<file path="config.mk">
export PLATFORM = sky130hd
export DESIGN_NAME = hwt_mac
export DESIGN_NICKNAME = d
export VERILOG_FILES = /design/src/hdl/hwt_pkg.sv /design/src/hdl/hwt_mac.sv
export SDC_FILE = /design/constraint.sdc
export NUM_CORES = 2
export LEC_CHECK = 0
export BUFFER_PORTS_ARGS = -buffer_cell sky130_fd_sc_hd__buf_2
export CAP_MARGIN = 10
export CORE_MARGIN = 2
export CORE_UTILIZATION = 45
export CTS_CLUSTER_DIAMETER = 30
export DETAILED_ROUTE_END_ITERATION = 8
export GPL_TIMING_DRIVEN = 0
export PLACE_DENSITY_LB_ADDON = 0.15
export SLEW_MARGIN = 5
export SYNTH_ARGS = -nofsm -noshare
export SYNTH_HDL_FRONTEND = slang
export SYNTH_SLANG_ARGS = --single-unit
</file>
<file path="constraint.sdc">
create_clock -name aclk -period 11.2 [get_ports aclk]
set_clock_uncertainty 0.1 [all_clocks]
set_input_delay 1.68 -clock aclk [delete_from_list [all_inputs] [get_ports aclk]]
set_output_delay 1.68 -clock aclk [all_outputs]
set_load 0.01 [all_outputs]
</file>
<file path="src/hdl/hwt_pkg.sv">
`timescale 1ns / 1ps
`default_nettype none
// ----------------------------------------------------------------------------
// hwt_pkg
// Shared types and constants for the world transform update block.
// ----------------------------------------------------------------------------
package hwt_pkg;

    localparam int NODE_W    = 8;
    localparam int MAX_NODES = 256;
    localparam int CNT_W     = 9;
    localparam int LVL_W     = 4;
    localparam int ELEM_W    = 4;
    localparam int DATA_W    = 32;
    localparam int ADDR_W    = NODE_W + ELEM_W;
    localparam int ENTRY_W   = 1 + NODE_W + LVL_W;
    localparam int PROD_W    = 48;
    localparam int ACC_W     = 50;

    localparam logic [1:0] OP_SET_HIER = 2'd0;
    localparam logic [1:0] OP_WR_LOCAL = 2'd1;
    localparam logic [1:0] OP_UPDATE   = 2'd2;
    localparam logic [1:0] OP_RD_WORLD = 2'd3;

    typedef struct packed {
        logic [1:0]               operation;
        logic [NODE_W-1:0]        node;
        logic [NODE_W-1:0]        parent_node;
        logic                     has_parent;
        logic [LVL_W-1:0]         node_level;
        logic [ELEM_W-1:0]        element;
        logic signed [DATA_W-1:0] element_value;
    } in_t;

    typedef struct packed {
        logic signed [DATA_W-1:0] read_value;
        logic                     saturated;
    } out_t;

    typedef struct packed {
        logic                     valid;
        logic [ELEM_W-1:0]        elem;
        logic signed [DATA_W-1:0] data;
    } hwt_wr_t;

endpackage
`default_nettype wire

</file>
<file path="src/hdl/hwt_mac.sv">
`timescale 1ns / 1ps
`default_nettype none
// ----------------------------------------------------------------------------
// hwt_mac
// Q16.16 multiply-accumulate with floor truncation and saturating result.
// ----------------------------------------------------------------------------
module hwt_mac (
    input  wire logic                            aclk,
    input  wire logic                            aresetn,
    input  wire logic                            in_valid,
    input  wire logic signed [hwt_pkg::DATA_W-1:0] a,
    input  wire logic signed [hwt_pkg::DATA_W-1:0] b,
    input  wire logic                            first,
    input  wire logic                            last,
    input  wire logic [hwt_pkg::ELEM_W-1:0]      elem,
    output hwt_pkg::hwt_wr_t                     wr,
    output logic                                 sat,
    output logic                                 busy
);

    logic                                prod_v_reg;
    logic                                prod_first_reg;
    logic                                prod_last_reg;
    logic [hwt_pkg::ELEM_W-1:0]          prod_elem_reg;
    logic signed [hwt_pkg::PROD_W-1:0]   prod_reg;
    logic signed [hwt_pkg::ACC_W-1:0]    acc_reg;
    logic signed [2*hwt_pkg::DATA_W-1:0] full_prod;
    logic signed [hwt_pkg::ACC_W-1:0]    acc_next;
    logic signed [hwt_pkg::ACC_W-1:0]    max_v;
    logic signed [hwt_pkg::ACC_W-1:0]    min_v;

    assign full_prod = a * b;
    assign max_v = hwt_pkg::ACC_W'(64'sh0000_0000_7FFF_FFFF);
    assign min_v = hwt_pkg::ACC_W'(-64'sh0000_0000_8000_0000);

    always_comb begin
        acc_next = (prod_first_reg ? '0 : acc_reg)
                 + hwt_pkg::ACC_W'(prod_reg);
        wr.valid = prod_v_reg && prod_last_reg;
        wr.elem  = prod_elem_reg;
        sat      = 1'b0;
        if (acc_next > max_v) begin
            wr.data = 32'sh7FFF_FFFF;
            sat     = wr.valid;
        end else if (acc_next < min_v) begin
            wr.data = -32'sh8000_0000;
            sat     = wr.valid;
        end else begin
            wr.data = acc_next[hwt_pkg::DATA_W-1:0];
        end
    end

    assign busy = prod_v_reg;

    always_ff @(posedge aclk) begin
        if (!aresetn) begin
            prod_v_reg <= 1'b0;
        end else begin
            prod_v_reg <= in_valid;
        end
    end

    always_ff @(posedge aclk) begin
        prod_first_reg <= first;
        prod_last_reg  <= last;
        prod_elem_reg  <= elem;
        prod_reg       <= full_prod[2*hwt_pkg::DATA_W-1:16];
        if (prod_v_reg) begin
            acc_reg <= acc_next;
        end
    end

endmodule
`default_nettype wire

</file>
==> run metrics <==
status complete, no violations; Max Fclk 0.0915 GHz; Register-to-Register Path Depth 11; clock sink count 105; commonest cells after routing, fill and taps aside fa_1 (1081), inv_1 (1018), nand2_1 (588); crit-path most repeated cell fa_1; CTS tree yes; unrepaired setup endpoints after global routing no; Clock Path Buffers 2; H-tree levels 3; Mapped Avg Cell Area 9.35 µm²; drt initial violations 2897; design area 0.0450 mm²; largest net degree at the start of global routing 32; DPL Wire Length 129000 µm; # hold bufs at CTS 0; CTS buffer count 9; most common cell after layout, fill and taps aside fa_1; dpl cell area 0.0446 mm²; GP Congestion 1.05; crit end category flip-flop; Starting Density 45.4%; clock slew at reported path FFs 0.08 ns; number of fill cells 9176; Worst Hold Class flip-flop to flip-flop; Synth Flop Type dfxtp_1; WS Path Type input port to flip-flop; Root Buffer clkbuf_16; delay-heaviest family, CP adder cells; Port Buffers 111; Final Max Tran Viols 0; Critical Path Stages 28; library cells used by synthesis 76; Die Ht 311 µm; Net Count, Synth 5925; reported max-cap violation count 0; Synth Register Bits 105; Worst-Margin Slew 1.40 ns; post-route clock period utilization 97.6%; First-pass DRT Iterations 5; GRT Overall Usage 32.8%; final hold violations 0; Final min period 10.93 ns; launch point of the worst reg-to-reg path prod_first_reg; max reg flops 50; number of global-route vias before repair 34700; worst hold path depth 1; antenna viol nets, final 0; DRC viols 0; FF-to-FF setup slack 6.38 ns; ys async rst share 0%; Post-Synthesis Cells 4541; Worst-Skew Late Latency 0.37 ns; cell area after synthesis 0.0425 mm²; proportion of layout cells with a drive suffix above 1 3.88%; chip width 311 µm; Wirelength per Cell 26.0 µm; slew margin rel. 6.36%; CP max-delay cell clkbuf_1; Final #Nets 6049; EDFF count, synth 50; Syn. warnings 0; initial antenna violation count 25; number of setup violations in the final report 0; crit path max fanout 10; die area 0.0969 mm²; Via density 5.48; Seq/Total Area, Yosys 6.13%; Rows 112; WL final 154000 µm; worst setup path end prod_reg[45]; Critical Path RT 11.34 ns; Critical Path Source Type input port; cts repair resizes 0; crit path DAT 11.07 ns; crit path buf inv count 9; post-CTS setup buffer count 0; io pins 112; Area Overhead vs Synth 5.91%; largest stage delay on the critical path 1.02 ns; total number of vias 32600; Core Area 0.0935 mm²; Critical Path Start b[10]; FF-to-FF End acc_reg[36]; GRT overflow 0; global-route wire length before repair 230000 µm
cell type report:
type | instances | area [µm²] | share of cell area (%)
Inverter | 1021 | 3830 | 8.52
Buffer | 229 | 923 | 2.05
Timing Repair Buffer | 113 | 588 | 1.31
Clock inverter | 6 | 55.1 | 0.122
Multi-Input combinational cell | 3186 | 35100 | 78.1
Sequential cell | 105 | 2600 | 5.79
Tap cell | 1254 | 1570 | 3.49
Antenna cell | 13 | 32.5 | 0.0723
Clock buffer | 10 | 250 | 0.556
worst min path at each step:
stage | startpoint | endpoint | slack [ns]
finish | prod_reg[0] | acc_reg[0] | 0.59
global placement | prod_reg[0] | acc_reg[0] | 0.61
CTS | prod_reg[0] | acc_reg[0] | 0.62
global route | prod_reg[0] | acc_reg[0] | 0.63
detailed placement | prod_reg[0] | acc_reg[0] | 0.59
floorplan | prod_reg[0] | acc_reg[0] | 0.45
cell usage after synthesis, drive strengths merged (13+ instances only):
| master | count | share of area (%) |
|---|---|---|
| a211oi | 18 | 0.32 |
| a21o | 54 | 0.95 |
| a21oi | 93 | 1.1 |
| a31oi | 13 | 0.19 |
| and2 | 519 | 7.6 |
| and3 | 22 | 0.32 |
| buf | 18 | 0.29 |
| clkbuf | 211 | 1.9 |
| dfxtp | 55 | 2.6 |
| edfxtp | 50 | 3.5 |
| fa | 1082 | 51 |
| ha | 229 | 6.7 |
| inv | 1019 | 9.0 |
| nand2 | 588 | 5.2 |
| nand2b | 17 | 0.25 |
| nand3 | 27 | 0.36 |
| nand4 | 22 | 0.32 |
| nor2 | 87 | 0.77 |
| nor2b | 57 | 0.84 |
| nor3 | 29 | 0.34 |
| o21a | 21 | 0.37 |
| o21ai | 62 | 0.74 |
| o21bai | 15 | 0.27 |
| o311ai | 30 | 0.95 |
| xnor2 | 59 | 1.2 |
| xor2 | 27 | 0.56 |
stage by stage:
stage	hold slack, ns	worst slack [ns]	setup TNS [ns]	instances	util [%]
6_report	0.595	0.268	0	5937	48.1
4_1_cts	0.623	0.241	0	5923	48.1
2_1_floorplan	0.452	2.08	0	4541	-
5_1_grt	0.633	0.0194	0	5925	48.1
3_5_place_dp	0.594	-0.139	-0.139	5907	47.7
3_3_place_gp	0.610	-0.0875	-0.0875	5906	47.7
logic make-up after synthesis:
family,count (synthesis),synth area share (%)
simple gates,1413,16.8
flops,105,6.13
fa+ha+maj,1311,57.7
compound gates,375,6.31
buf+inv,1250,11.2
mux,1,0.0236
xor+xnor,86,1.77
per-layer routing:
layer  GRT usage, %  wire [µm]  part of all wire (%)  vias to the layer above
li1               -          -                     -                    13700
met1           43.6      61600                    40                    16800
met2           50.7      67700                    44                     1641
met3           7.21      14700                   9.6                      364
met4           16.6      10000                   6.5                        8
met5              0         51                 0.033                        -
Power is left out: the tool's default activity adds up to more than one toggle a clock period on the data nets, which glitch-free logic cannot reach.
